$ cat src/rtl/core/epc_queue.sv
// ----------------------------------------------------------------------------
// Even partition calculator: request queue
// Short flop queue between front end and back end.
// ----------------------------------------------------------------------------
module epc_queue #(
  parameter int WIDTH = 8,
  parameter int DEPTH = 4
) (
  input  logic             clk_i,
  input  logic             rst_ni,
  input  logic             push_i,
  input  logic [WIDTH-1:0] data_i,
  output logic             full_o,
  input  logic             pop_i,
  output logic             valid_o,
  output logic [WIDTH-1:0] data_o
);
  localparam int AW = $clog2(DEPTH);

  logic [WIDTH-1:0] mem_q [DEPTH];
  logic [AW-1:0]    wr_ptr_q, rd_ptr_q;
  logic [AW:0]      count_q;

  // Advance pointers and fill level
  always_ff @(posedge clk_i or negedge rst_ni) begin
    if (!rst_ni) begin
      wr_ptr_q <= '0;
      rd_ptr_q <= '0;
      count_q  <= '0;
    end else begin
      if (push_i) begin
        wr_ptr_q <= wr_ptr_q + AW'(1);
      end
      if (pop_i) begin
        rd_ptr_q <= rd_ptr_q + AW'(1);
      end
      count_q <= count_q + (AW+1)'(push_i) - (AW+1)'(pop_i);
    end
  end

  // Store the request
  always_ff @(posedge clk_i) begin
    if (push_i) begin
      mem_q[wr_ptr_q] <= data_i;
    end
  end

  assign full_o  = (count_q == (AW+1)'(DEPTH));
  assign valid_o = (count_q != '0);
  assign data_o  = mem_q[rd_ptr_q];

endmodule

$ cat config.mk
export PLATFORM = sky130hd
export DESIGN_NAME = epc_queue
export DESIGN_NICKNAME = d
export VERILOG_FILES = /design/src/rtl/core/epc_queue.sv
export SDC_FILE = /design/constraint.sdc
export NUM_CORES = 1
export LEC_CHECK = 0
export CAP_MARGIN = 20
export CELL_PAD_IN_SITES_DETAIL_PLACEMENT = 1
export CELL_PAD_IN_SITES_GLOBAL_PLACEMENT = 2
export CORE_MARGIN = 2
export CORE_UTILIZATION = 44
export CTS_CLUSTER_DIAMETER = 200
export DETAILED_ROUTE_END_ITERATION = 7
export DONT_BUFFER_PORTS = 1
export GPL_ROUTABILITY_DRIVEN = 0
export PLACE_DENSITY = 0.79
export SLEW_MARGIN = 20
export SYNTH_ARGS = -nofsm -noshare
export SYNTH_HDL_FRONTEND = slang
export SYNTH_SLANG_ARGS = --single-unit
export TNS_END_PERCENT = 100
$ cat constraint.sdc
create_clock -name clk_i -period 1.8 [get_ports clk_i]
set_clock_uncertainty 0.05 [all_clocks]
set_input_delay 0.09 -clock clk_i [delete_from_list [all_inputs] [get_ports clk_i]]
set_output_delay 0.09 -clock clk_i [all_outputs]
set_load 0.01 [all_outputs]
# After elaboration in Yosys (flattened, before gate mapping)
# Memories as Yosys holds them, arrays and structs flattened.
# Index checks and enable logic that the tools add are counted.
# op_classes
addsub	4
n_eq_ne	1
mux	2
n_reduce_logical	1
# op_table
op	count
$add A2 B1 Y2 const B	2
$add A3 B1 Y3	1
$eq A3 B3 Y1 const B	1
$reduce_bool A3 Y1	1
$sub A3 B1 Y3	1
$mux W1	2
# totals
register_bits	7
ramBits	32
word_cells	12
mem_count	1
# memory_table
memory	depth	word_bits	rd	rd_clocked_by_memory_dff	wr	line_no	rtl
mem_q	4	8	1	0	1	20	logic [WIDTH-1:0] mem_q [DEPTH];

# Logic depth before layout (Yosys ltp)
# depth
word_depth	2
depth_mapped	7
mapped_depth_nobuf	7

# Least setup slack after synthesis
# Ideal clock, no wire load.
# synth_path
path_type	register -> register
from	register count_q[0]
to	register count_q[2]
setup_ps	123
arrival_ps	1451
required_time_ps	1627
path_slack_ps	176
stages_incl_launch_ff	8
period_less_slack_ps	1624
path_cell_list	dfrtp_1 > inv_1 > ha_1 > inv_1 > ha_1 > fa_1 > xor2_1 > xnor2_1
# synth_between
elab_chain_cells	2
# synth_rtl
item	line_no	rtl
from (decl)	22	logic [AW:0] count_q;
from (signal assigned)	37	count_q <= count_q + (AW+1)'(push_i) - (AW+1)'(pop_i);
$add A3 B1 Y3	37	
$sub A3 B1 Y3	37	
# No other way between the ends.
# A chain may end at the register's enable or synchronous reset.

# Final worst setup path
# Same ends and word-level chain as after synthesis.

==> flow_metrics.py <==
metrics = {
    "synth": {
        "synth_area_leaders": "edfxtp_1 62%, mux4_2 12%, dfrtp_1 11%, ha_1 4.9%, xor2_1 1.7%",
        "synth.ff_latch_count": 39,
        "synth_top_family_by_area": "multiplexers",
        "synth_warnings": 0,
        "yosysMostFrequentCell": "edfxtp_1",
        "ys.flop_type": "edfxtp_1",
        "synth_common_cells": "32 x edfxtp_1, 8 x mux4_2, 7 x dfrtp_1",
        "synthCells": 76,
        "synth_fa_ha_area_share_pct": 6.16,
        "post_synth_num_cell_types": 15,
        "yosysSeqAreaShare_pct": 73.6,
        "syn_avg_cell_area_um2": 20.3,
        "synth_top_area_cell": "edfxtp_1",
        "syn-num-nets": 95,
        "synth_edf_count": 32,
        "netlist_area_mm2": 0.00154,
        "synth.area.mux_share_pct": 11.7,
        "synth_top_area_share_pct": 62.2,
        "async_reset_ff_share_pct": 17.9,
        "yosys.area_share.simple_pct": 2.92,
        "synthXorXnorAreaFrac_pct": 2.84,
        "synth_compound_area_share_pct": 0.324,
    },
    "worst_setup_path": {
        "crit_path_start_kind": "flip-flop",
        "crit_path_end_kind": "flip-flop",
        "cp_max_fo": 2,
        "cp_num_buf_inv": 2,
        "criticalPathCategory": "flip-flop to flip-flop",
        "path_cells": "inv_1 -> ha_1 -> inv_1 -> ha_1 -> fa_1 -> xor2_1 -> xnor2_1",
        "required_ns": 2.00,
        "crit_arrival_ns": 1.93,
        "r2r_setup_slack_ns": 0.07,
        "crit_family": "adder cells",
        "slowest_stage": "fa_1",
        "cpPeakStageDelay_ns": 0.38,
    },
    "sta": {
        "finalSetupTns_ns": 0,
        "tightest_slew_ns": 0.444,
        "slew_violations": 0,
        "fin_ws_ns": 0.0665,
        "period_share_pct": 96.3,
        "rsz0062_at_grt": "false",
        "hold_viol": 0,
        "relSlewSlack_pct": 70.4,
        "finalHoldWorstSlack_ns": 0.0193,
        "period_needed_ns": 1.73,
        "final-setup-viol-count": 0,
        "max_freq_mhz": 577,
    },
    "final_layout": {
        "drive_gt1_share_pct": 18.1,
        "ff_latch_area_mm2": 0.00114,
        "multiInputGateArea_um2": 369,
        "antennaDiodeCount": 0,
        "area_growth_pct": 17.9,
        "final_core_utilization_pct": 54.1,
        "n_fill_cell": 336,
        "nNetsFinal": 112,
    },
    "drt": {
        "drc_errors": 0,
        "wl_per_cell_um": 17.8,
        "dr.pass1.iters": 4,
        "finalWirelength_mm": 2.49,
        "initialDrtViolationCount": 25,
        "ant_nets": 0,
        "vias": 704,
        "avgViaCountPerCell": 5.03,
    },
    "floorplan": {
        "num_rows": 21,
        "die_area_mm2": 0.00400,
        "core_mm2": 0.00336,
        "die_x_um": 63.2,
        "io_pins": 22,
        "die_h_um": 63.2,
        "start_util_pct": 45.9,
    },
    "place": {
        "port_buffers": 0,
        "preCtsSetupSlack_ns": 0.0755,
        "dp_hpwl_mm": 1.56,
    },
    "power": {
        "p_leak_nw": 0.658,
        "powerDensity_mw_per_mm2": 1560,
        "power_w": 0.00284,
        "peakVddDrop_mv": 1.06,
    },
    "clock_network": {
        "clk_latency_ns": 0.35,
        "cts.clk_slew.worst_paths_ns": 0.12,
        "cts.root.buffer_cell": "clkbuf_4",
        "numCtsBuffers": 5,
        "cts_tree": "yes",
        "ctsLongestPathBuffers": 2,
        "cts.sinks": 39,
        "htreeDepth": 2,
    },
    "global_route": {
        "grt-ovfl-total": 0,
        "grt_max_degree": 14,
        "antenna_found_initial": 0,
        "grt_pass1_vias": 790,
        "grt_pass1_wl_mm": 4.16,
        "grt_usage_pct": 14.7,
    },
    "run_status": {
        "outcome": "finished, final reports clean",
    },
    "worst_hold_path": {
        "min-delay-path-class": "input port to asynchronous set/reset pin",
    },
    "job": {
        "cap_violations": 0,
    },
}
==> logic make-up after synthesis <==
group           after synthesis
buf+inv                       8
compound gates                1
xor+xnor                      5
mux                           8
simple gates                  8
fa+ha+maj                     7
flops                        39
==> cell type report <==
| cell class | count | share of cell area, % |
|---|---|---|
| inverters | 6 | 1.24 |
| multi-input cells | 29 | 20.3 |
| well taps | 46 | 3.16 |
| clock buffers | 5 | 2.06 |
| flip-flops and latches | 39 | 62.4 |
| clock inverters | 3 | 3.71 |
| repair buffers | 12 | 7.15 |
==> registers in the layout (all words and copies together) (netlist names) <==
signal	count
rd_ptr_q	2
mem_q	32
count_q	3
wr_ptr_q	2
==> metal layers <==
metal | global-route usage (%) | up-vias | part of all wire (%) | wire [um]
li1 | - | 315 | - | -
met1 | 16.6 | 366 | 40 | 1000
met2 | 24.9 | 16 | 53 | 1310
met3 | 4.46 | 7 | 4.5 | 111
met4 | 8.15 | 0 | 2.7 | 67
met5 | 0 | - | 0 | 0
==> per-stage QoR <==
step | cell area (um2) | cells
6_report | 1820 | 140
5_1_grt | 1820 | 140
4_1_cts | 1820 | 140
3_5_place_dp | 1610 | 121
3_3_place_gp | 1610 | 121
2_1_floorplan | 1540 | 76
==> placed cells by master (no fill, tap or decap), drive strengths merged <==
| cell | n |
|---|---|
| buf | 1 |
| or3 | 1 |
| dlygate4sd3 | 11 |
| xor2 | 3 |
| bufinv | 2 |
| dfrtp | 7 |
| o21ai | 1 |
| ha | 6 |
| nand2 | 2 |
| clkinvlp | 1 |
| edfxtp | 32 |
| and2 | 4 |
| fa | 1 |
| xnor2 | 2 |
| clkbuf | 5 |
| inv | 6 |
| and3 | 1 |
| mux4 | 8 |
==> worst reg2reg max path: stages (launching register included) <==
cell and delay, ns:
dfrtp_1 0.37, inv_1 0.05, ha_1 0.27, inv_1 0.04
ha_1 0.18, fa_1 0.39, xor2_1 0.16, xnor2_1 0.13
==> where the power goes <==
part           leakage, nW  switching, W  internal [W]
Clock               0.0514      0.000293      0.000432
Combinational        0.230      0.000386      0.000378
Sequential           0.376      0.000144       0.00121
==> repair_timing <==
item / CTS / global route
endpoints found under the hold margin: 44 / 0
buffers inserted: 0 / 0
gates resized for setup: 0 / 0
hold buffers: 11 / 0
==> worst paths after layout <==
kind                                           start              endpoint  depth (start not counted)
max in group asynchronous                     rst_ni  count_q[1]$_DFF_PN0_                          1
min in group clk_i                             pop_i  count_q[0]$_DFF_PN0_                          3
worst max-delay path            count_q[0]$_DFF_PN0_  count_q[2]$_DFF_PN0_                          7
worst min-delay path                          rst_ni  count_q[0]$_DFF_PN0_                          1
worst max register to register  count_q[0]$_DFF_PN0_  count_q[2]$_DFF_PN0_                          7
worst min register to register  count_q[2]$_DFF_PN0_  count_q[2]$_DFF_PN0_                          1
No activity file was read; power rests on OpenSTA's default activity.
