`config.mk`:
```
export PLATFORM = sky130hd
export DESIGN_NAME = epc_front_flat
export DESIGN_NICKNAME = d
export VERILOG_FILES = /design/src/rtl/core/epc_pkg.sv /design/src/rtl/core/epc_if.sv /design/src/rtl/core/epc_front.sv /design/src/flat_wrapper.sv
export SDC_FILE = /design/constraint.sdc
export NUM_CORES = 1
export LEC_CHECK = 0
export BUFFER_PORTS_ARGS = -buffer_cell sky130_fd_sc_hd__buf_2
export CORE_AREA = 4 4 127 129
export DETAILED_ROUTE_END_ITERATION = 16
export DIE_AREA = 0 0 131 133
export GPL_TIMING_DRIVEN = 0
export PLACE_DENSITY = 0.75
export SKIP_LAST_GASP = 1
export SLEW_MARGIN = 20
export SYNTH_ARGS = -nofsm -noshare
export SYNTH_HDL_FRONTEND = slang
export SYNTH_SLANG_ARGS = --single-unit
export TNS_END_PERCENT = 5
```
`constraint.sdc`:
```
create_clock -name vclk -period 4.6
set_input_delay 0.69 -clock vclk [all_inputs]
set_output_delay 0.69 -clock vclk [all_outputs]
set_load 0.03 [all_outputs]
```
`src/rtl/core/epc_pkg.sv`:
```
// ----------------------------------------------------------------------------
// Even partition calculator: shared definitions
// Request codes, result error codes, configuration register indexes and the
// status bundle that the configuration unit hands to the front end.
// ----------------------------------------------------------------------------
package epc_pkg;

  // Width of the piece size field of a result
  localparam int COUNT_BITS = 31;

  // Width of the error code field of a result
  localparam int ERR_BITS = 2;

  // Width of the configuration register index
  localparam int CFG_INDEX_BITS = 1;

  typedef enum logic [ERR_BITS-1:0] {
    ERR_OK    = 2'd0,
    ERR_SHARE = 2'd1,
    ERR_RANGE = 2'd2
  } err_code_e;

  typedef enum logic {
    OP_RANGE  = 1'b0,
    OP_LOCATE = 1'b1
  } op_e;

  typedef enum logic [CFG_INDEX_BITS-1:0] {
    REG_TOTAL_ITEMS = 1'b0,
    REG_PIECE_COUNT = 1'b1
  } cfg_reg_e;

  typedef struct packed {
    logic busy;
    logic zero_pieces;
    logic share_over;
  } cfg_status_t;

endpackage

```
`src/rtl/core/epc_if.sv`:
```
// ----------------------------------------------------------------------------
// Even partition calculator: request and result channels
// Valid/ready channels; a request moves at a clock edge with both high.
// ----------------------------------------------------------------------------
interface epc_req_if #(
  parameter int TOTAL_BITS = 40,
  parameter int PIECE_BITS = 16
);
  logic                  valid;
  logic                  ready;
  logic                  operation;
  logic [PIECE_BITS-1:0] piece_number;
  logic [TOTAL_BITS-1:0] item_index;

  modport source (output valid, output operation, output piece_number,
                  output item_index, input ready);
  modport sink   (input valid, input operation, input piece_number,
                  input item_index, output ready);
endinterface


```
`src/rtl/core/epc_front.sv`:
```
// ----------------------------------------------------------------------------
// Even partition calculator: front end
// Accepts requests, settles the error code and prepares the division operands
// for a locate request and the offset terms for a range request.
// ----------------------------------------------------------------------------
module epc_front #(
  parameter int TOTAL_BITS = 40,
  parameter int PIECE_BITS = 16,
  parameter int QW         = 2 * TOTAL_BITS + 2 * PIECE_BITS + 5
) (
  epc_req_if.sink                 req,
  input  logic                    cfg_we_i,
  input  logic [TOTAL_BITS-1:0]   total_i,
  input  logic [PIECE_BITS-1:0]   piece_i,
  input  logic [TOTAL_BITS-1:0]   base_i,
  input  logic [PIECE_BITS-1:0]   extra_i,
  input  logic [TOTAL_BITS-1:0]   big_span_i,
  input  epc_pkg::cfg_status_t    status_i,
  input  logic                    q_full_i,
  output logic                    push_o,
  output logic [QW-1:0]           entry_o
);
  import epc_pkg::*;

  localparam int TB = TOTAL_BITS;
  localparam int PB = PIECE_BITS;

  typedef struct packed {
    logic          op;
    logic [1:0]    err;
    logic          inc;
    logic [PB-1:0] pnum;
    logic [PB-1:0] minp;
    logic [TB:0]   divisor;
    logic [TB-1:0] dividend;
  } entry_t;

  entry_t    entry;
  err_code_e err;
  logic      idx_oob;
  logic      in_big;
  logic      pnum_oob;
  logic      below_extra;

  // Take a request while the queue has room and the derived values are valid
  assign req.ready = !q_full_i && !status_i.busy && !cfg_we_i;
  assign push_o    = req.valid && req.ready;

  // Classify the request
  always_comb begin
    idx_oob     = (req.item_index >= total_i);
    in_big      = (req.item_index < big_span_i);
    pnum_oob    = (req.piece_number >= piece_i);
    below_extra = (req.piece_number < extra_i);

    if (status_i.zero_pieces) begin
      err = ERR_RANGE;
    end else if (req.operation == OP_RANGE) begin
      if (status_i.share_over) begin
        err = ERR_SHARE;
      end else if (pnum_oob) begin
        err = ERR_RANGE;
      end else begin
        err = ERR_OK;
      end
    end else if (idx_oob) begin
      err = ERR_RANGE;
    end else begin
      err = ERR_OK;
    end

    entry.op   = req.operation;
    entry.err  = err;
    entry.inc  = below_extra;
    entry.pnum = req.piece_number;
    entry.minp = below_extra ? req.piece_number : extra_i;
    // Larger pieces divide by base+1, the rest by base after the extra items
    if (in_big) begin
      entry.dividend = req.item_index;
      entry.divisor  = {1'b0, base_i} + (TB+1)'(1);
    end else begin
      entry.dividend = req.item_index - TB'(extra_i);
      entry.divisor  = {1'b0, base_i};
    end
  end

  assign entry_o = entry;

endmodule

```
`src/flat_wrapper.sv`:
```
// flat-port wrapper written by rule: the top's interface ports become plain ports
module epc_front_flat import epc_pkg::*;
#(
  parameter int TOTAL_BITS = 40,
  parameter int PIECE_BITS = 16,
  parameter int QW         = 2 * TOTAL_BITS + 2 * PIECE_BITS + 5
)
  (cfg_we_i, total_i, piece_i, base_i, extra_i, big_span_i, status_i, q_full_i, push_o, entry_o, req_valid, req_operation, req_piece_number, req_item_index, req_ready);
  epc_req_if #(.TOTAL_BITS(TOTAL_BITS), .PIECE_BITS(PIECE_BITS)) req_i ();
  input  logic cfg_we_i;
  input  logic [TOTAL_BITS-1:0] total_i;
  input  logic [PIECE_BITS-1:0] piece_i;
  input  logic [TOTAL_BITS-1:0] base_i;
  input  logic [PIECE_BITS-1:0] extra_i;
  input  logic [TOTAL_BITS-1:0] big_span_i;
  input  epc_pkg::cfg_status_t status_i;
  input  logic q_full_i;
  output logic push_o;
  output logic [QW-1:0] entry_o;
  input wire logic [$bits(req_i.valid)-1:0] req_valid;
  input wire logic [$bits(req_i.operation)-1:0] req_operation;
  input wire logic [$bits(req_i.piece_number)-1:0] req_piece_number;
  input wire logic [$bits(req_i.item_index)-1:0] req_item_index;
  output wire logic [$bits(req_i.ready)-1:0] req_ready;
  assign req_i.valid = req_valid;
  assign req_i.operation = req_operation;
  assign req_i.piece_number = req_piece_number;
  assign req_i.item_index = req_item_index;
  assign req_ready = req_i.ready;
  epc_front #(.TOTAL_BITS(TOTAL_BITS), .PIECE_BITS(PIECE_BITS), .QW(QW)) u_core (.req(req_i), .cfg_we_i(cfg_we_i), .total_i(total_i), .piece_i(piece_i), .base_i(base_i), .extra_i(extra_i), .big_span_i(big_span_i), .status_i(status_i), .q_full_i(q_full_i), .push_o(push_o), .entry_o(entry_o));
endmodule
```
---- After elaboration in Yosys (flattened, before gate mapping) ----
Cells that the tools add are included.
operators by class
  add/sub/neg operators ................... 2
  multipliers ............................. 0
  divide/modulo/power cells ............... 0
  magnitude comparators ................... 4
  equality and inequality tests ........... 0
  shift operators ......................... 0
  multiplexer cells ....................... 7
  bitwise operators ....................... 0
  reductions and logical operators ........ 6
operators with widths
  cell                                           number
  2-to-1 mux 81 bit                              1
  adder 40 x 1 -> 41 bit, second input constant  1
  >= comparator 40 bit                           1
  < comparator 40 bit                            1
  subtractor 40 x 16 -> 40 bit                   1
  >= comparator 16 bit                           1
  < comparator 16 bit                            1
  2-to-1 mux 16 bit                              1
  2-to-1 mux 2 bit                               5
  logical AND 1 bit                              3
  logical NOT 1 bit                              3
storage, ports and cells
  bits in registers ....................... 0
  bits in latches ......................... 0
  RAM bits ................................ 0
  bits in read-only memories .............. 0
  bits of input ports ..................... 215
  output and inout port bits .............. 119
  word-level logic and storage cells ...... 19
  memories ................................ 0

---- Longest topological paths before layout ----
  depth after elaboration ................. 5
  mapped depth ............................ 12
  mapped depth without buffers ............ 11

---- Worst setup path after synthesis ----
Ideal clock, no wire load.
  path kind ............................... input port to output port
  start ................................... input req_item_index[0]
  end ..................................... output entry_o[34]
  data arrival time ....................... 3.211 ns
  required time ........................... 3.910 ns
  setup slack ............................. 0.699 ns
  stages .................................. 11
  path buffers ............................ 0
  path through ............................ inv_1 -> ha_1 -> fa_1 -> nand2b_1 -> a21oi_1 -> or4_1 -> a31oi_1 -> nor2_1 -> nor3b_2 -> nand4b_1 -> xnor2_1
between the ends
  word-level cells in the longest chain between the ends .. 2
  elaborated cells between the ends (all ways) .. 3
  classes of those cells .................. add/sub: 1; order compare: 1; mux: 1
ends and longest elaborated chain
  what                                                                 RTL line                          RTL
  start: declaration                                                   flat_wrapper.sv:23                input wire logic [$bits(req_i.item_index)-1:0] req_item_index;
  subtractor 40 x 16 -> 40 bit or < comparator 40 bit (tied branches)  epc_front.sv:82, epc_front.sv:52
  2-to-1 mux 81 bit *                                                  epc_front.sv:78                   if (in_big) begin
  end: declaration                                                     flat_wrapper.sv:19                output logic [QW-1:0] entry_o;
Mark *: on every way between the ends. The rest lies on a longest branch, timed or not.

---- Worst setup path after layout ----
  start ................................... input req_item_index[30]
  end ..................................... output entry_o[11]
between the ends
  word-level cells in the longest chain between the ends .. 2
ends and longest elaborated chain
  what                 RTL line         RTL
  < comparator 40 bit  epc_front.sv:52  in_big = (req.item_index < big_span_i);
  2-to-1 mux 81 bit    epc_front.sv:78
Every way passes these cells.

==> flow_summary.yaml <==
outcome:
  status: "complete, no violations"
worst_setup_path:
  path_class: "in2out"
  worst_setup_path_start_kind: "input pin"
  path_max_fanout: 10
  end_kind: "output port"
  cp_data_arrival_time_ns: 3.74
  cp.required_ns: 3.91
logic_synthesis:
  synth_cell_types: 61
  post-synth-top-area-cell: "ha_1"
  synth.cell_area_um2: 5500
  synth_nets: 1119
  netlist.area_leader.share: 0.289
  synth_area_leaders: "ha_1 29%, xnor2_1 9.9%, inv_1 8.0%"
  ys_warn_count: 0
  seq_area_frac_synth: 0
  synthCells: 776
  avgSynthCellArea_um2: 7.09
finish:
  seq_cell_count: 0
  final_common_cell: "buf_2"
  final_cell_mix: "341 x buf_2, 127 x ha_1, 117 x inv_1"
  instances_no_fill: 1299
  final_area_um2: 7440
  area_growth_pct: 35.3
  nClkBuffers: 0
  seq_area_um2: 0
  drive_above_1_share: 0.359
  final_nets: 1455
floorplan:
  io_pins: 334
  start_util: 0.366
  fp.dieH_um: 133
  rows: 45
  core_um2: 15000
  die_w_um: 131
  dieArea_um2: 17400
sta:
  drv_slew: 0
  finalHoldViolations: 0
  min_period_ns: 4.43
  tns_ns: 0
  relSlewSlack: 0.351
  rsz0062_at_grt: "true"
  fmax_mhz: 226
  tightest_slew_ns: 0.965
  period_share: 0.962
  setup_viol: 0
route:
  ant_nets: 0
  dr.pass1.iters: 4
  wl_per_cell_um: 15.7
  drt_iter0_drc: 299
  via_per_inst: 5.21
  drc: 0
  vias: 6774
  routed_wirelength_mm: 20.5
placed_design:
  gp_congestion: 0.916
  portBuffers: 334
  dp.cells: 1298
  dp_hpwl_mm: 18.1
  placed_area_um2: 7410
grt:
  grt_pass1_vias: 6483
  track_usage: 0.216
  grt_pass1_wl_mm: 31.3
  overflow: 0
  grt_max_degree: 11
  antenna_found_initial: 1
hold_path:
  hold_end: "req_ready"
  worstHoldStart: "cfg_we_i"
  min_delay_path_depth: 3
  min_path_type: "in2out"
job:
  cap_violations: 0
pwr:
  p_total_w: 0.000917
  powerDensity_nw_per_um2: 123
  power_leakage_nw: 4.21
  ir_worst_vdd_mv: 0.0654
clocking:
  cts_setup_buffers: 0
[power by group]
part,total (W),switching (W),leakage (nW),internal [W]
clock,0.0000000000291,0,0.00000634,0.0000000000291
combinational,0.000917,0.000564,4.21,0.000352
sequential,0,0,0,0
[logic make-up (layout without fill, tap and decap cells)]
logic type                 count (synthesis)  after routing  synth area share
other                                      0              1                 0
and+or+nand+nor                          263            263             0.263
adders and majority gates                128            128             0.292
buffers and inverters                    151            485             0.120
xor gates and xnor gates                  75             75             0.119
AOI/OAI and AO/OA                        140            140             0.167
muxes                                     19             19            0.0389
[synth_stat cells, types with 4 or more instances]
cell type,n
a211oi_1,4
a21o_1,30
a21oi_1,44
and2_1,7
and3_1,15
and4_1,4
buf_2,8
buf_4,18
clkbuf_1,6
ha_1,127
inv_1,117
mux2_2,19
nand2_1,56
nand2b_1,10
nand3_1,33
nand4_1,44
nand4b_1,7
nor2_1,33
nor2b_1,5
nor3_1,15
nor4_1,9
o21ai_0,33
or4_1,5
xnor2_1,62
xor2_1,13
[final cells by class]
type	instances	area [um2]
Tap cell	188	235
Buffer	34	223
Multi-Input combinational cell	625	4870
Antenna cell	1	2.50
Fill cell	1564	7590
Inverter	117	439
Timing Repair Buffer	334	1670
[repair_timing]
item	4_1_cts	5_1_grt
hold buffers	0	0
resized for setup	2	6
endpoints found under the hold margin	0	0
endpoints found under the setup margin	20	34
cloned	0	0
[how the worst max path moves through the flow]
stage                             from          end  slack [ns]  cells past startpoint
floorplan            req_item_index[0]  entry_o[34]        0.70                     11
global placement    req_item_index[30]  entry_o[35]       -0.34                     11
detailed placement  req_item_index[30]  entry_o[39]       -0.35                     11
CTS                  req_item_index[6]  entry_o[11]       -0.07                     13
global route         req_item_index[6]  entry_o[11]       -0.06                     13
finish              req_item_index[30]  entry_o[11]        0.17                     11
[through the flow]
step	setup WS, ns	hold slack [ns]	util
2_1_floorplan	0.699	1.50	-
3_3_place_gp	-0.337	1.66	0.493
3_5_place_dp	-0.349	1.66	0.493
4_1_cts	-0.0744	1.66	0.493
5_1_grt	-0.0578	1.68	0.495
6_report	0.174	1.66	0.495
[routing by layer]
| metal | vias to the layer above | part of all wire | track usage |
|---|---|---|---|
| met2 | 270 | 0.50 | 0.402 |
| met4 | 0 | 0.015 | 0.0309 |
| met3 | 21 | 0.070 | 0.0222 |
| met5 | - | 0 | 0 |
| met1 | 3073 | 0.41 | 0.270 |
| li1 | 3410 | - | - |
[critical path: stages]
cell	delay [ns]
buf_2	0.14
ha_1	0.31
nand4_1	0.18
nor4_2	0.46
nor3b_1	0.47
a21oi_2	0.14
or2_1	0.29
clkbuf_4	0.24
buf_2	0.22
o21ai_0	0.31
buf_2	0.27
Power figures use the tool's default switching activity.
