**src/rtl/core/epc_pkg.sv**
```systemverilog
// ----------------------------------------------------------------------------
// Even partition calculator: shared definitions
// Request codes, result error codes, configuration register indexes and the
// status bundle that the configuration unit hands to the front end.
// ----------------------------------------------------------------------------
package epc_pkg;

  // Width of the piece size field of a result
  localparam int COUNT_BITS = 31;

  // Width of the error code field of a result
  localparam int ERR_BITS = 2;

  // Width of the configuration register index
  localparam int CFG_INDEX_BITS = 1;

  typedef enum logic [ERR_BITS-1:0] {
    ERR_OK    = 2'd0,
    ERR_SHARE = 2'd1,
    ERR_RANGE = 2'd2
  } err_code_e;

  typedef enum logic {
    OP_RANGE  = 1'b0,
    OP_LOCATE = 1'b1
  } op_e;

  typedef enum logic [CFG_INDEX_BITS-1:0] {
    REG_TOTAL_ITEMS = 1'b0,
    REG_PIECE_COUNT = 1'b1
  } cfg_reg_e;

  typedef struct packed {
    logic busy;
    logic zero_pieces;
    logic share_over;
  } cfg_status_t;

endpackage

```
**src/rtl/core/epc_cfg.sv**
```systemverilog
// ----------------------------------------------------------------------------
// Even partition calculator: configuration unit
// Holds the two registers and, after each write, derives the base share and
// remainder (one quotient bit a cycle) and the span of the larger pieces
// (one multiplier bit a cycle).
// ----------------------------------------------------------------------------
module epc_cfg #(
  parameter int TOTAL_BITS = 40,
  parameter int PIECE_BITS = 16,
  parameter int CFG_W      = 40
) (
  input  logic                               clk_i,
  input  logic                               rst_ni,
  input  logic                               cfg_we_i,
  input  logic [epc_pkg::CFG_INDEX_BITS-1:0] cfg_index_i,
  input  logic [CFG_W-1:0]                   cfg_data_i,
  output logic [TOTAL_BITS-1:0]              total_o,
  output logic [PIECE_BITS-1:0]              piece_o,
  output logic [TOTAL_BITS-1:0]              base_o,
  output logic [PIECE_BITS-1:0]              extra_o,
  output logic [TOTAL_BITS-1:0]              big_span_o,
  output epc_pkg::cfg_status_t               status_o
);
  import epc_pkg::*;

  localparam int TB    = TOTAL_BITS;
  localparam int PB    = PIECE_BITS;
  localparam int MAX_W = (TB > PB) ? TB : PB;
  localparam int CW    = $clog2(MAX_W);

  typedef enum logic [1:0] {
    ST_IDLE,
    ST_START,
    ST_DIVIDE,
    ST_SPAN
  } state_e;

  state_e          state_q, state_d;
  logic [TB-1:0]   total_q, total_d;
  logic [PB-1:0]   piece_q, piece_d;
  logic [TB-1:0]   quo_q, quo_d;
  logic [PB:0]     rem_q, rem_d;
  logic [TB:0]     acc_q, acc_d;
  logic [CW-1:0]   step_q, step_d;
  logic [PB-1:0]   extra_q, extra_d;
  logic [TB-1:0]   span_q, span_d;
  logic            zero_q, zero_d;
  logic            share_q, share_d;

  logic [PB:0]     rem_sh;
  logic            rem_ge;
  logic [TB:0]     addend;

  // Next state: a write restarts the derivation, otherwise step the sequencer
  always_comb begin
    state_d = state_q;
    total_d = total_q;
    piece_d = piece_q;
    quo_d   = quo_q;
    rem_d   = rem_q;
    acc_d   = acc_q;
    step_d  = step_q;
    extra_d = extra_q;
    span_d  = span_q;
    zero_d  = zero_q;
    share_d = share_q;

    rem_sh = {rem_q[PB-1:0], quo_q[TB-1]};
    rem_ge = (rem_sh >= {1'b0, piece_q});
    addend = rem_q[PB-1] ? ({1'b0, quo_q} + (TB+1)'(1)) : '0;

    if (cfg_we_i) begin
      unique case (cfg_reg_e'(cfg_index_i))
        REG_TOTAL_ITEMS: total_d = TB'(cfg_data_i);
        REG_PIECE_COUNT: piece_d = PB'(cfg_data_i);
      endcase
      state_d = ST_START;
    end else begin
      unique case (state_q)
        ST_IDLE: begin
        end
        ST_START: begin
          if (piece_q == '0) begin
            zero_d  = 1'b1;
            share_d = 1'b0;
            state_d = ST_IDLE;
          end else begin
            zero_d  = 1'b0;
            quo_d   = total_q;
            rem_d   = '0;
            step_d  = CW'(TB - 1);
            state_d = ST_DIVIDE;
          end
        end
        // One restoring step: quotient bits shift in behind the dividend
        ST_DIVIDE: begin
          rem_d = rem_ge ? (rem_sh - {1'b0, piece_q}) : rem_sh;
          quo_d = {quo_q[TB-2:0], rem_ge};
          if (step_q == '0) begin
            extra_d = rem_d[PB-1:0];
            share_d = ((quo_d >> COUNT_BITS) != '0);
            acc_d   = '0;
            step_d  = CW'(PB - 1);
            state_d = ST_SPAN;
          end else begin
            step_d = step_q - CW'(1);
          end
        end
        // Span of the larger pieces, remainder bits taken MSB first
        ST_SPAN: begin
          acc_d = (acc_q << 1) + addend;
          rem_d = rem_q << 1;
          if (step_q == '0) begin
            span_d  = TB'(acc_d);
            state_d = ST_IDLE;
          end else begin
            step_d = step_q - CW'(1);
          end
        end
      endcase
    end
  end

  // Hold state, registers and derived values
  always_ff @(posedge clk_i or negedge rst_ni) begin
    if (!rst_ni) begin
      state_q <= ST_IDLE;
      total_q <= '0;
      piece_q <= PB'(1);
      quo_q   <= '0;
      rem_q   <= '0;
      acc_q   <= '0;
      step_q  <= '0;
      extra_q <= '0;
      span_q  <= '0;
      zero_q  <= 1'b0;
      share_q <= 1'b0;
    end else begin
      state_q <= state_d;
      total_q <= total_d;
      piece_q <= piece_d;
      quo_q   <= quo_d;
      rem_q   <= rem_d;
      acc_q   <= acc_d;
      step_q  <= step_d;
      extra_q <= extra_d;
      span_q  <= span_d;
      zero_q  <= zero_d;
      share_q <= share_d;
    end
  end

  assign total_o    = total_q;
  assign piece_o    = piece_q;
  assign base_o     = quo_q;
  assign extra_o    = extra_q;
  assign big_span_o = span_q;
  assign status_o   = '{busy: (state_q != ST_IDLE), zero_pieces: zero_q,
                        share_over: share_q};

endmodule

```
**config.mk**
```make
export PLATFORM = sky130hd
export DESIGN_NAME = epc_cfg
export DESIGN_NICKNAME = d
export VERILOG_FILES = /design/src/rtl/core/epc_pkg.sv /design/src/rtl/core/epc_cfg.sv
export SDC_FILE = /design/constraint.sdc
export NUM_CORES = 1
export LEC_CHECK = 0
export ABC_AREA = 1
export ABC_CLOCK_PERIOD_IN_PS = 2900
export BUFFER_PORTS_ARGS = -buffer_cell sky130_fd_sc_hd__buf_4
export CELL_PAD_IN_SITES_DETAIL_PLACEMENT = 0
export CELL_PAD_IN_SITES_GLOBAL_PLACEMENT = 1
export CORE_MARGIN = 5
export CORE_UTILIZATION = 38
export CTS_CLUSTER_SIZE = 40
export DETAILED_ROUTE_END_ITERATION = 10
export GPL_ROUTABILITY_DRIVEN = 0
export HOLD_SLACK_MARGIN = 0.02
export PLACE_DENSITY_LB_ADDON = 0.1
export SLEW_MARGIN = 20
export SYNTH_ARGS = -nofsm -noshare
export SYNTH_HDL_FRONTEND = slang
export SYNTH_SLANG_ARGS = --single-unit
```
**constraint.sdc**
```tcl
create_clock -name clk_i -period 2.9 [get_ports clk_i]
set_clock_uncertainty 0.05 [all_clocks]
set_input_delay 0.87 -clock clk_i [delete_from_list [all_inputs] [get_ports clk_i]]
set_output_delay 0.87 -clock clk_i [all_outputs]
set_load 0.03 [all_outputs]
```
**After elaboration in Yosys (flattened, before gate mapping)**

Cells that the tools add are included.

- Add/subtract/negate cells: 4
- Magnitude comparators: 1
- Eq/ne operators: 9
- Muxes and demuxes: 21
- Bitwise logic cells: 2
- Reductions and logical operators: 19

Operators by type and width:

| operator | count |
|---|---|
| 40-bit two-way mux | 2 |
| 40-bit case mux with 2 select lines | 1 |
| 39-bit case mux with 2 select lines | 1 |
| 16-bit case mux with 3 select lines | 1 |
| 40-bit by 1-bit adder with 40-bit output, second input constant | 1 |
| 40-bit adder | 1 |
| 40-bit nonzero test | 1 |
| 39-bit two-way mux | 1 |
| 16-bit two-way mux | 2 |
| 6-bit two-way mux | 3 |
| 6-bit case mux with 3 select lines | 1 |
| 3-bit AND reduction | 6 |
| 17-bit by 16-bit greater-or-equal comparator with 1-bit output | 1 |
| 16-bit zero test | 1 |
| 16-bit subtractor | 1 |
| 2-bit two-way mux | 4 |
| 2-bit inequality test, second input constant | 4 |
| 4-bit AND reduction | 2 |
| 6-bit zero test | 1 |
| 3-bit inequality test, second input constant | 2 |
| 2-bit case mux with 3 select lines | 1 |
| 2-bit AND reduction | 3 |
| 2-bit nonzero test | 3 |
| 6-bit by 1-bit subtractor with 6-bit output, second input constant | 1 |
| other kinds (7) | 11 |

- Register bits after elaboration: 217
- Input port bits: 44
- Output and inout port bits: 155

**Longest topological paths before layout**

Gate-level depths: netlist of run 1.

- Depth after elaboration: 4
- Gate-level depth with buffers: 23
- Mapped depth without buffers: 23

**Least setup slack after synthesis of run 1**

OpenSTA, ideal clock, no wires.

- Path kind: flip-flop to flip-flop
- Start: reg quo_q[0], in the netlist base_o[0]
- End: reg span_q[37], in the netlist big_span_o[37]
- Arrival: 3.093 ns
- Required time: 2.733 ns
- Setup slack: -0.360 ns
- Stages on the path, launching flop included: 21
- Path buffers: 0
- Clock period less this slack: 3.260 ns
- Cells stage by stage: dfrtp_1 -> ha_1 -> nand2_1 -> nor2_4 -> nand2_4 -> nor2_4 -> nand3_1 -> inv_1 -> nand4_2 -> nor2_1 -> nor2_1 -> nor3_1 -> ha_1 -> a21oi_1 -> o21ai_0 -> a21oi_1 -> nor2_1 -> nor2_1 -> nand3_1 -> nand3_1 -> nand2_1

- Longest elaborated chain between the ends: 3

Ends and longest elaborated chain:

| item | line | source |
|---|---|---|
| start, declared | epc_cfg.sv:41 | `logic [TB-1:0] quo_q, quo_d;` |
| start signal, assigned | epc_cfg.sv:142 | `quo_q <= quo_d;` |
| 40-bit by 1-bit adder with 40-bit output | epc_cfg.sv:70 | `addend = rem_q[PB-1] ? ({1'b0, quo_q} + (TB+1)'(1)) : '0;` |
| 40-bit two-way mux | epc_cfg.sv:70 |  |
| 40-bit adder | epc_cfg.sv:111 | `acc_d = (acc_q << 1) + addend;` |
| end signal, assigned | epc_cfg.sv:147 | `span_q <= span_d;` |
| end, declared | epc_cfg.sv:46 | `logic [TB-1:0] span_q, span_d;` |

Every way passes these cells.
A chain may end at the register's enable or synchronous reset.

**Worst setup path after layout of run 1**

- Start: reg quo_q[8], in the netlist base_o[8]
- End: reg acc_q[38]

- Longest elaborated chain between the ends: 4

Ends and longest elaborated chain:

| item | line | source |
|---|---|---|
| 40-bit by 1-bit adder with 40-bit output | epc_cfg.sv:70 |  |
| 40-bit two-way mux | epc_cfg.sv:70 |  |
| 40-bit adder | epc_cfg.sv:111 |  |
| 39-bit case mux with 2 select lines | epc_cfg.sv:79 | `unique case (state_q)` |
| end signal, assigned | epc_cfg.sv:132 | `acc_q <= '0;` |
| end signal, assigned | epc_cfg.sv:144 | `acc_q <= acc_d;` |
| end, declared | epc_cfg.sv:43 | `logic [TB:0] acc_q, acc_d;` |

Every way passes these cells.

==> impl_metrics.py, run 1 <==
metrics = {
    "run_status": {
        "outcome": "finished with violations",
        "failed_checks": "negative setup slack",
    },
    "timing": {
        "relSlewSlack": 0.430,
        "max_slew.worst_pin.slew_ns": 0.854,
        "fin_crit_sh": 1.09,
        "hold_violations": 0,
        "drv_slew": 0,
        "period_needed_ns": 3.15,
        "setup_tns_ns": -7.39,
        "rsz0062_at_grt": "yes",
        "fmax_ghz": 0.318,
        "setup_ws_ns": -0.248,
        "setup_viol": 55,
    },
    "cts": {
        "clk_latency_ns": 0.57,
        "clockBufferDepth": 3,
        "numCtsBuffers": 26,
        "root_buffer": "clkbuf_16",
        "h-tree-depth": 1,
        "postCtsHoldBufs": 0,
        "cts_tree": "done",
        "path_clk_slew_ns": 0.06,
        "cts.sinks": 217,
    },
    "floorplan": {
        "core_area_mm2": 0.0357,
        "die_h_um": 200,
        "rows": 69,
        "die_x_um": 200,
        "io-pin-count": 199,
        "start_util": 0.386,
        "die-area_mm2": 0.0402,
    },
    "logic_synthesis": {
        "synth.most_common_cell": "nand2_1",
        "synth_top_area_share": 0.392,
        "yosys_register_bits": 217,
        "synth_ff_type": "dfrtp_1",
        "avgSynthCellArea_um2": 7.39,
        "netlist_instances": 1863,
        "synth_cell_type_count": 54,
        "syn_nets": 1970,
        "synth-edff-count": 0,
        "synth_top_area_cell": "dfrtp_1",
        "yosys-top-cells-count": "nand2_1, dfrtp_1, inv_1",
        "yosys_warnings": 0,
        "yosys-top-cells-area": "dfrtp_1, nand2_1, o21ai_0",
        "seq_area_frac_synth": 0.394,
        "synth-async-reset-ratio": 1.00,
        "synth_area_mm2": 0.0138,
    },
    "critical_path": {
        "crit_path_end_kind": "register",
        "worstPathCellList": "nand2_2 > nor2_2 > nand2_1 > nor2_4 > inv_2 > nor2_4 > o21ai_0 > a21oi_1 > ha_2 > a21oi_2 > o21ai_2 > buf_4 > a21o_1 > a21oi_2 > nand3_1 > nand3_1 > nand2_1",
        "cp-start-kind": "register",
        "critical_path_class": "reg -> reg",
        "path_max_fanout": 5,
        "slowest_delay_ns": 0.44,
        "cp_slowest_cell": "dfrtp_2",
        "arrival_ns": 3.54,
        "worstPathRequired_ns": 3.29,
        "rrSetupSlack_ns": -0.25,
    },
    "global_route": {
        "antenna_found_initial": 0,
        "met1_usage": 0.297,
        "grtUsageMet2": 0.441,
        "grt.busiest_layer": "met2",
        "grt_max_degree": 70,
        "use_met3": 0.0262,
        "grt_pass1_vias": 14900,
        "overflow": 0,
        "grt_usage": 0.244,
        "grt_pass1_wl_um": 80200,
    },
    "place": {
        "dpl_cell_area_mm2": 0.0177,
        "io_buffers": 198,
        "hpwl_um": 38700,
    },
    "cells_and_area": {
        "final_net_count": 2445,
        "area_growth_syn_to_layout_pct": 50.1,
        "final_area_mm2": 0.0207,
        "diodes": 0,
        "drive_gt1_frac": 0.402,
    },
    "power_and_ir_drop": {
        "pwr_density_cell_mw_per_mm2": 990,
        "ir_worst_vdd_mv": 0.605,
        "p_leak_nw": 10.1,
    },
    "routing": {
        "post_drt_wl_per_cell_um": 18.0,
        "ant_nets": 0,
        "dr_total_vias": 14500,
        "first_pass_iters": 5,
        "post-route-drc-count": 0,
        "drt_iter0_markers": 669,
        "routed_wl_um": 50700,
        "vias_per_cell": 5.16,
    },
    "min_path": {
        "hp-class": "in -> async",
    },
    "job": {
        "maxCapViolCount": 0,
    },
}
logic make-up (layout without fill, tap and decap cells):
kind of cell / count (synthesis) / after routing / share of synthesized area
xor gates and xnor gates: 29 / 29 / 0.0184
muxes: 24 / 24 / 0.0196
buffers and inverters: 269 / 764 / 0.0799
AOI/OAI and AO/OA: 363 / 363 / 0.145
adders and majority gates: 63 / 63 / 0.0583
and+or+nand+nor: 898 / 898 / 0.284
DFF: 217 / 217 / 0.394
layout make-up:
class | instances | area [µm²]
fill | 3326 | 15000
multi-input combinational | 1377 | 9030
sequential | 217 | 5440
timing repair buffer | 506 | 3940
inverter | 210 | 798
clock buffer | 33 | 707
tap | 461 | 577
clock inverter | 15 | 184
path summary, 6_finish.rpt:
kind,from,to,cells past startpoint
min in group clk_i,big_span_o[34],big_span_o[34],2
min reg2reg,big_span_o[34],big_span_o[34],2
max reg2reg,base_o[8],acc_q[38],17
min,rst_ni,big_span_o[9],1
max in group asynchronous,rst_ni,extra_o[7],2
max,base_o[8],acc_q[38],17
registers in the layout, indices dropped and copies added (netlist names):
name and cells:
base_o 40, big_span_o 40, total_o 40, extra_o 16
share_q 1, step_q 6, piece_o 16, rem_q 16
state_q 2, acc_q 39, zero_q 1
worst max-delay path, delay by kind of cell (launching register included):
kind / cells / cell delay (ns)
adder cells (fa/ha/maj): 1 / 0.38
AND/OR/NAND/NOR: 8 / 0.90
flip-flops: 1 / 0.44
buffers and inverters: 2 / 0.21
AO/OA/AOI/OAI: 6 / 1.04
placed cells by master, fill, tap and decap left out, types with 19 or more instances in the layout:
master	instances
o21ai_0	127
nor2_1	83
dfrtp_1	206
buf_4	484
nand2_1	437
nand3_2	19
o211ai_1	41
nand2_4	27
nand2_2	66
nand3_1	85
o21ai_1	32
mux2_2	24
inv_1	189
a21oi_2	37
nor2_2	34
nor2_4	37
a21oi_1	65
ha_1	33
clkbuf_16	26
ha_4	22
nand4_1	28
per-stage QoR:
stage	power [mW]	std cells	hold slack (ns)	setup slack, ns	util
finish	20.5	2819	0.218	-0.248	0.580
global route	21.9	2819	0.243	-0.475	0.580
CTS	19.6	2805	0.220	-0.232	0.555
detailed placement	15.1	2734	0.420	-0.556	0.498
global placement	15.0	2734	0.411	-0.483	0.498
floorplan	10.5	1863	0.403	-0.0737	-
where the power goes:
part	internal [mW]	total (mW)	leakage (nW)	switching (mW)
logic	5.16	12.5	6.98	7.33
clock network	2.00	3.37	0.437	1.36
registers	3.79	4.62	2.71	0.822
total	11.0	20.5	10.1	9.52
repair_timing:
item,CTS,global route
buffers inserted,24,16
cloned,0,0
pin swaps,72,45
endpoints found under the setup margin,65,65
resized for setup,250,185
metal layers:
metal,vias to the layer above,share of wire
met5,-,0
met2,331,0.50
li1,7118,-
met4,0,0.051
met1,6949,0.41
met3,138,0.031
Note: power is estimated with default switching activity, not from simulation.
==> inputs of run 2 (changes only) <==
--- a/config.mk
+++ b/config.mk
@@ -10,7 +10,7 @@
 export BUFFER_PORTS_ARGS = -buffer_cell sky130_fd_sc_hd__buf_4
 export CELL_PAD_IN_SITES_DETAIL_PLACEMENT = 0
 export CELL_PAD_IN_SITES_GLOBAL_PLACEMENT = 1
-export CORE_MARGIN = 5
+export CORE_MARGIN = 2
 export CORE_UTILIZATION = 38
 export CTS_CLUSTER_SIZE = 40
 export DETAILED_ROUTE_END_ITERATION = 10
==> run 2 against run 1 <==
The flow finishes with violations (design-rule violations, negative setup slack). Combinational power hardly changed. Sequential share of layout area is 0.14 points lower. Sequential power hardly changed. Global-route usage is 1.6 points higher. Sequential cell count stayed put. Design area is 0.51% higher. Critical path depth is 4 higher. Clock-buffer cell count is 1 higher. Critical endpoint is now big_span_o[16].
==> impl_metrics.py, run 2 (synthesized netlist as in run 1, its figures left out) <==
metrics = {
    "run_status": {
        "outcome": "finished with violations",
        "failed_checks": "design-rule violations, negative setup slack",
    },
    "timing": {
        "setup_ws_ns": -0.247,
        "drv_slew": 0,
        "period_needed_ns": 3.15,
        "max_slew.worst_pin.slew_ns": 0.871,
        "setup_viol": 57,
        "fin_crit_sh": 1.09,
        "fmax_ghz": 0.318,
        "hold_violations": 0,
        "relSlewSlack": 0.419,
        "rsz0062_at_grt": "yes",
    },
    "floorplan": {
        "die-area_mm2": 0.0378,
        "rows": 69,
        "io-pin-count": 199,
        "die_h_um": 194,
        "core_area_mm2": 0.0357,
        "die_x_um": 194,
        "start_util": 0.386,
    },
    "cells_and_area": {
        "final_common_cell": "buf_4",
        "final_net_count": 2454,
        "final_core_utilization": 0.583,
        "area_growth_syn_to_layout_pct": 50.9,
        "layout_common_cells": "buf_4, nand2_1, dfrtp_1",
        "final_area_mm2": 0.0208,
        "fillers": 3292,
        "drive_gt1_frac": 0.399,
        "diodes": 0,
    },
    "critical_path": {
        "critical_path_class": "reg -> reg",
        "worstRegToRegCells": 21,
        "reg2reg_to": "big_span_o[16]",
        "cp-start-kind": "register",
        "arrival_ns": 3.61,
        "crit_path_end_kind": "register",
        "rrSetupSlack_ns": -0.25,
        "path_max_fanout": 4,
        "worstPathRequired_ns": 3.37,
        "r2r-start": "base_o[0]",
    },
    "min_path": {
        "hp-class": "in -> async",
    },
    "place": {
        "hpwl_um": 38200,
        "dpl_cell_area_mm2": 0.0177,
        "io_buffers": 198,
    },
    "cts": {
        "h-tree-depth": 1,
        "numCtsBuffers": 27,
        "postCtsHoldBufs": 0,
        "clockBufferDepth": 3,
        "path_clk_slew_ns": 0.06,
        "root_buffer": "clkbuf_16",
        "clk_latency_ns": 0.58,
        "cts.sinks": 217,
        "cts_tree": "done",
    },
    "power_and_ir_drop": {
        "p_leak_nw": 10.1,
        "ir_worst_vdd_mv": 0.618,
        "pwr_density_cell_mw_per_mm2": 998,
        "power_mw": 20.7,
    },
    "routing": {
        "ant_nets": 0,
        "vias_per_cell": 5.09,
        "drt_iter0_markers": 760,
        "routed_wl_um": 50400,
        "first_pass_iters": 10,
        "dr_total_vias": 14400,
        "post_drt_wl_per_cell_um": 17.8,
        "post-route-drc-count": 3,
    },
    "global_route": {
        "overflow": 0,
        "grt_pass1_vias": 14200,
        "grt_max_degree": 67,
        "antenna_found_initial": 0,
        "grt_usage": 0.260,
        "grt_pass1_wl_um": 77600,
    },
    "job": {
        "maxCapViolCount": 0,
    },
}
## run 2: changes by cell type in the layout (fill, tap and decap cells not counted), sizes merged
cell	before	now
buf	506	514
clkinv	10	8
clkinvlp	2	0
clkbuf	33	34
inv	210	211
## run 2: worst max-delay path by stage
stage	start	endpoint	slack, ns	depth (start not counted)
after floorplan	base_o[0]	big_span_o[37]	-0.07	20
after global placement	base_o[0]	big_span_o[39]	-0.56	21
after detailed placement	base_o[0]	big_span_o[39]	-0.61	21
after CTS	base_o[0]	acc_q[37]	-0.23	20
after global routing	base_o[0]	big_span_o[35]	-0.42	20
final	base_o[0]	big_span_o[16]	-0.25	21
## run 2: cell type report
cell class	instances	area, µm²	area share
inverter	210	798	0.0384
tap	461	577	0.0278
clock buffer	34	742	0.0357
multi-input combinational	1377	9010	0.433
clock inverter	12	154	0.00741
timing repair buffer	514	4060	0.195
sequential	217	5440	0.262
## run 2: report_power, final
| group | switching [mW] | leakage (nW) | internal (mW) |
|---|---|---|---|
| Sequential | 0.806 | 2.71 | 3.79 |
| Combinational | 7.40 | 6.98 | 5.26 |
| Clock | 1.40 | 0.449 | 2.07 |
## run 2: per-layer routing
layer  routed length, µm  up-vias  global-route usage  part of all wire
li1                    -     7127                   -                 -
met1               20900     6841               0.320              0.41
met2               25600      309               0.467              0.51
met3                1830      112              0.0312             0.036
met4                2070        0              0.0969             0.041
met5                   0        -                   0                 0
## run 2: worst max-delay path: stages, from the launching register on
cell and delay (ns):
dfrtp_2 0.43, ha_4 0.17, nand2_4 0.06, nor2_4 0.11, nand2_4 0.09, nor2_4 0.16
buf_4 0.13, buf_6 0.08, nand2_2 0.05, nor2_4 0.11, nor3_2 0.06, buf_4 0.14
ha_4 0.30, nand2_4 0.08, buf_6 0.14, nor4_4 0.24, nand2_1 0.11, nand2_4 0.12
buf_4 0.12, nor2_2 0.03, nand3b_1 0.21, nand2_1 0.09
## run 2: stage by stage
step                setup WS (ns)  cells  hold slack [ns]  TNS [ns]
finish                     -0.247   2825            0.189     -9.19
global placement           -0.560   2730            0.411    -17.33
detailed placement         -0.605   2730            0.414    -21.18
CTS                        -0.227   2804            0.195     -4.79
global route               -0.419   2825            0.219    -18.09
floorplan                 -0.0737   1863            0.403    -0.729
## run 2: what timing repair did
action                                  in CTS  in global routing
pin swaps                                   61                 71
buffers inserted                            30                 22
endpoints found under the setup margin      65                 69
resized for setup                          235                203
==> inputs of run 3 (changes only) <==
--- a/config.mk
+++ b/config.mk
@@ -5,13 +5,13 @@
 export SDC_FILE = /design/constraint.sdc
 export NUM_CORES = 1
 export LEC_CHECK = 0
-export ABC_AREA = 1
+export ABC_AREA = 0
 export ABC_CLOCK_PERIOD_IN_PS = 2900
 export BUFFER_PORTS_ARGS = -buffer_cell sky130_fd_sc_hd__buf_4
 export CELL_PAD_IN_SITES_DETAIL_PLACEMENT = 0
 export CELL_PAD_IN_SITES_GLOBAL_PLACEMENT = 1
 export CORE_MARGIN = 2
-export CORE_UTILIZATION = 38
+export CORE_UTILIZATION = 40
 export CTS_CLUSTER_SIZE = 40
 export DETAILED_ROUTE_END_ITERATION = 10
 export GPL_ROUTABILITY_DRIVEN = 0
==> run 3 against run 2 <==
The flow finishes with violations (negative setup slack). Power shrank 17%. Sequential power decreased by 5.0%. Sequential cell count stayed put. Die area decreased by 11%. Largest power group unchanged.
==> impl_metrics.py, run 3 <==
metrics = {
    "run_status": {
        "outcome": "finished with violations",
        "failed_checks": "negative setup slack",
    },
    "critical_path": {
        "critical_path_class": "reg -> reg",
        "crit_buf_inv": 7,
        "arrival_ns": 4.23,
        "crit_family": "compound AO/OA/AOI/OAI gates",
        "path_max_fanout": 4,
        "worstPathCellList": "buf_4 > buf_6 > buf_6 > and3_4 > and2_4 > nand4_1 > xnor2_2 > and2_4 > ha_4 > buf_6 > buf_4 > buf_6 > nand2_2 > a211o_4 > o21ai_4 > a221oi_4 > buf_4 > o21ai_4 > a31oi_4 > xnor2_2 > mux2_4",
        "slowest_delay_ns": 0.40,
        "startpoint": "base_o[4]",
        "r2r-start": "base_o[4]",
        "cp-start-kind": "register",
        "crit_path_end_kind": "register",
        "path_common_cell": "buf_6",
        "worstPathRequired_ns": 3.26,
        "cp_slowest_cell": "dfrtp_2",
    },
    "power_and_ir_drop": {
        "switching_share": 0.413,
        "pwr_density_cell_mw_per_mm2": 895,
        "switching_power_mw": 7.12,
        "power_mw": 17.2,
        "combinationalPowerShare": 0.561,
        "ir_worst_vdd_mv": 0.677,
        "p_clk_frac": 0.186,
        "p_int_mw": 10.1,
        "p_leak_nw": 9.20,
        "p_seq_frac": 0.254,
    },
    "routing": {
        "drt_iter0_markers": 656,
        "dr_total_vias": 11700,
        "first_pass_iters": 5,
        "ant_nets": 0,
        "post_drt_wl_per_cell_um": 18.7,
        "routed_wl_um": 41500,
        "vias_per_cell": 5.29,
        "post-route-drc-count": 0,
    },
    "cells_and_area": {
        "drive_gt1_frac": 0.463,
        "final_net_count": 1907,
        "fin_cells": 2221,
        "final_common_cell": "buf_4",
        "diodes": 0,
        "layout_common_cells": "buf_4, dfrtp_1, nand2_1",
        "area_growth_syn_to_layout_pct": 50.2,
        "final_area_mm2": 0.0192,
    },
    "logic_synthesis": {
        "seq_area_frac_synth": 0.424,
        "synth_area_mm2": 0.0128,
        "synth.most_common_cell": "dfrtp_1",
        "syn_nets": 1425,
        "synth-edff-count": 0,
        "avgSynthCellArea_um2": 9.72,
        "synth_cell_type_count": 70,
        "synth_ff_type": "dfrtp_1",
        "synth-async-reset-ratio": 1.00,
        "synth_top_area_share": 0.422,
        "yosys_register_bits": 217,
        "synth_top_area_cell": "dfrtp_1",
        "yosys-top-cells-count": "dfrtp_1, a21oi_1, nand2_1",
        "yosys_warnings": 0,
        "netlist_instances": 1318,
        "yosys-top-cells-area": "dfrtp_1, mux2_2, ha_1",
    },
    "cts": {
        "clockBufferDepth": 3,
        "numCtsBuffers": 25,
        "path_clk_slew_ns": 0.06,
        "postCtsHoldBufs": 0,
        "clk_latency_ns": 0.54,
        "h-tree-depth": 1,
        "cts.sinks": 217,
        "cts_tree": "done",
        "root_buffer": "clkbuf_16",
    },
    "floorplan": {
        "start_util": 0.406,
        "rows": 65,
        "core_area_mm2": 0.0316,
        "io-pin-count": 199,
        "die_h_um": 183,
        "die-area_mm2": 0.0335,
        "die_x_um": 183,
    },
    "timing": {
        "hold_violations": 0,
        "rsz0062_at_grt": "yes",
        "setup_viol": 62,
        "drv_slew": 0,
        "fin_crit_sh": 1.33,
        "setup_ws_ns": -0.967,
        "fmax_ghz": 0.259,
        "relSlewSlack": 0.512,
        "period_needed_ns": 3.87,
        "max_slew.worst_pin.slew_ns": 0.730,
    },
    "place": {
        "io_buffers": 198,
        "dpl_cell_area_mm2": 0.0170,
        "hpwl_um": 31000,
        "dp_slack_ns": -1.03,
        "dp.cells": 2140,
    },
    "global_route": {
        "grt_pass1_vias": 11700,
        "antenna_found_initial": 2,
        "grt_usage": 0.245,
        "overflow": 0,
        "grt_pass1_wl_um": 64900,
        "grt_max_degree": 66,
    },
    "min_path": {
        "hp-class": "in -> async",
    },
    "job": {
        "maxCapViolCount": 0,
    },
}
[run 3: cell count changes after synthesis, moves of 22 or more]
cell,previous run,this run
a21o_1,1,26
a22o_1,2,35
and2_1,1,32
clkbuf_1,31,53
inv_1,201,42
mux2_2,24,90
mux2i_1,0,44
nand2_1,514,113
nand3_1,107,25
nor2_1,145,107
o211ai_1,41,5
o21ai_0,157,67
xnor2_1,10,53
[run 3: timing repair]
item                                    4_1_cts  5_1_grt
hold endpoints to repair                      0        0
gates resized for setup                     151       85
pin swaps                                    69       53
endpoints found under the setup margin       79       87
buffers inserted                             23       15
[run 3: final cells by class]
| type | count | area [µm²] |
|---|---|---|
| Fill cell | 2740 | 12300 |
| Clock inverter | 12 | 124 |
| Tap cell | 402 | 503 |
| Clock buffer | 34 | 709 |
| Inverter | 42 | 158 |
| Sequential cell | 217 | 5440 |
| Timing Repair Buffer | 523 | 4160 |
| Multi-Input combinational cell | 991 | 8150 |
[run 3: power groups by stage]
stage               Clock (mW)  Sequential (mW)  Combinational [mW]
global route              3.40             4.46                10.5
CTS                       3.29             4.35                9.24
detailed placement           0             4.35                8.63
floorplan                    0             5.22                3.83
finish                    3.20             4.37                9.66
global placement             0             4.36                8.56
[run 3: logic make-up (layout without fill, tap and decap cells)]
logic type | after synthesis | in the layout | share of synthesized area
AOI/OAI and AO/OA | 339 | 339 | 0.173
xor gates and xnor gates | 76 | 76 | 0.0520
DFF | 217 | 217 | 0.424
adders and majority gates | 63 | 63 | 0.0627
and+or+nand+nor | 378 | 378 | 0.140
muxes | 135 | 135 | 0.115
buffers and inverters | 110 | 611 | 0.0341
[run 3: metrics by stage]
step	utilization	setup TNS, ns	hold slack (ns)
CTS	0.592	-29.86	0.216
global placement	0.538	-35.85	0.412
global route	0.610	-49.46	0.246
floorplan	-	-33.05	0.406
finish	0.610	-41.49	0.222
detailed placement	0.538	-38.67	0.420
[run 3: metal layers]
| metal | GRT usage | part of all wire |
|---|---|---|
| met5 | 0 | 0.00039 |
| met4 | 0.0602 | 0.023 |
| met3 | 0.0445 | 0.055 |
| met2 | 0.368 | 0.43 |
| met1 | 0.363 | 0.49 |
[run 3: final timing paths]
path / end / cells after the start / slack, ns
worst max-delay path: big_span_o[24] / 21 / -0.97
worst min-delay path: big_span_o[5] / 1 / 0.22
worst max register to register: big_span_o[24] / 21 / -0.97
worst min register to register: big_span_o[35] / 2 / 0.43
max in group asynchronous: total_o[29] / 2 / 1.83
min in group clk_i: big_span_o[35] / 2 / 0.43
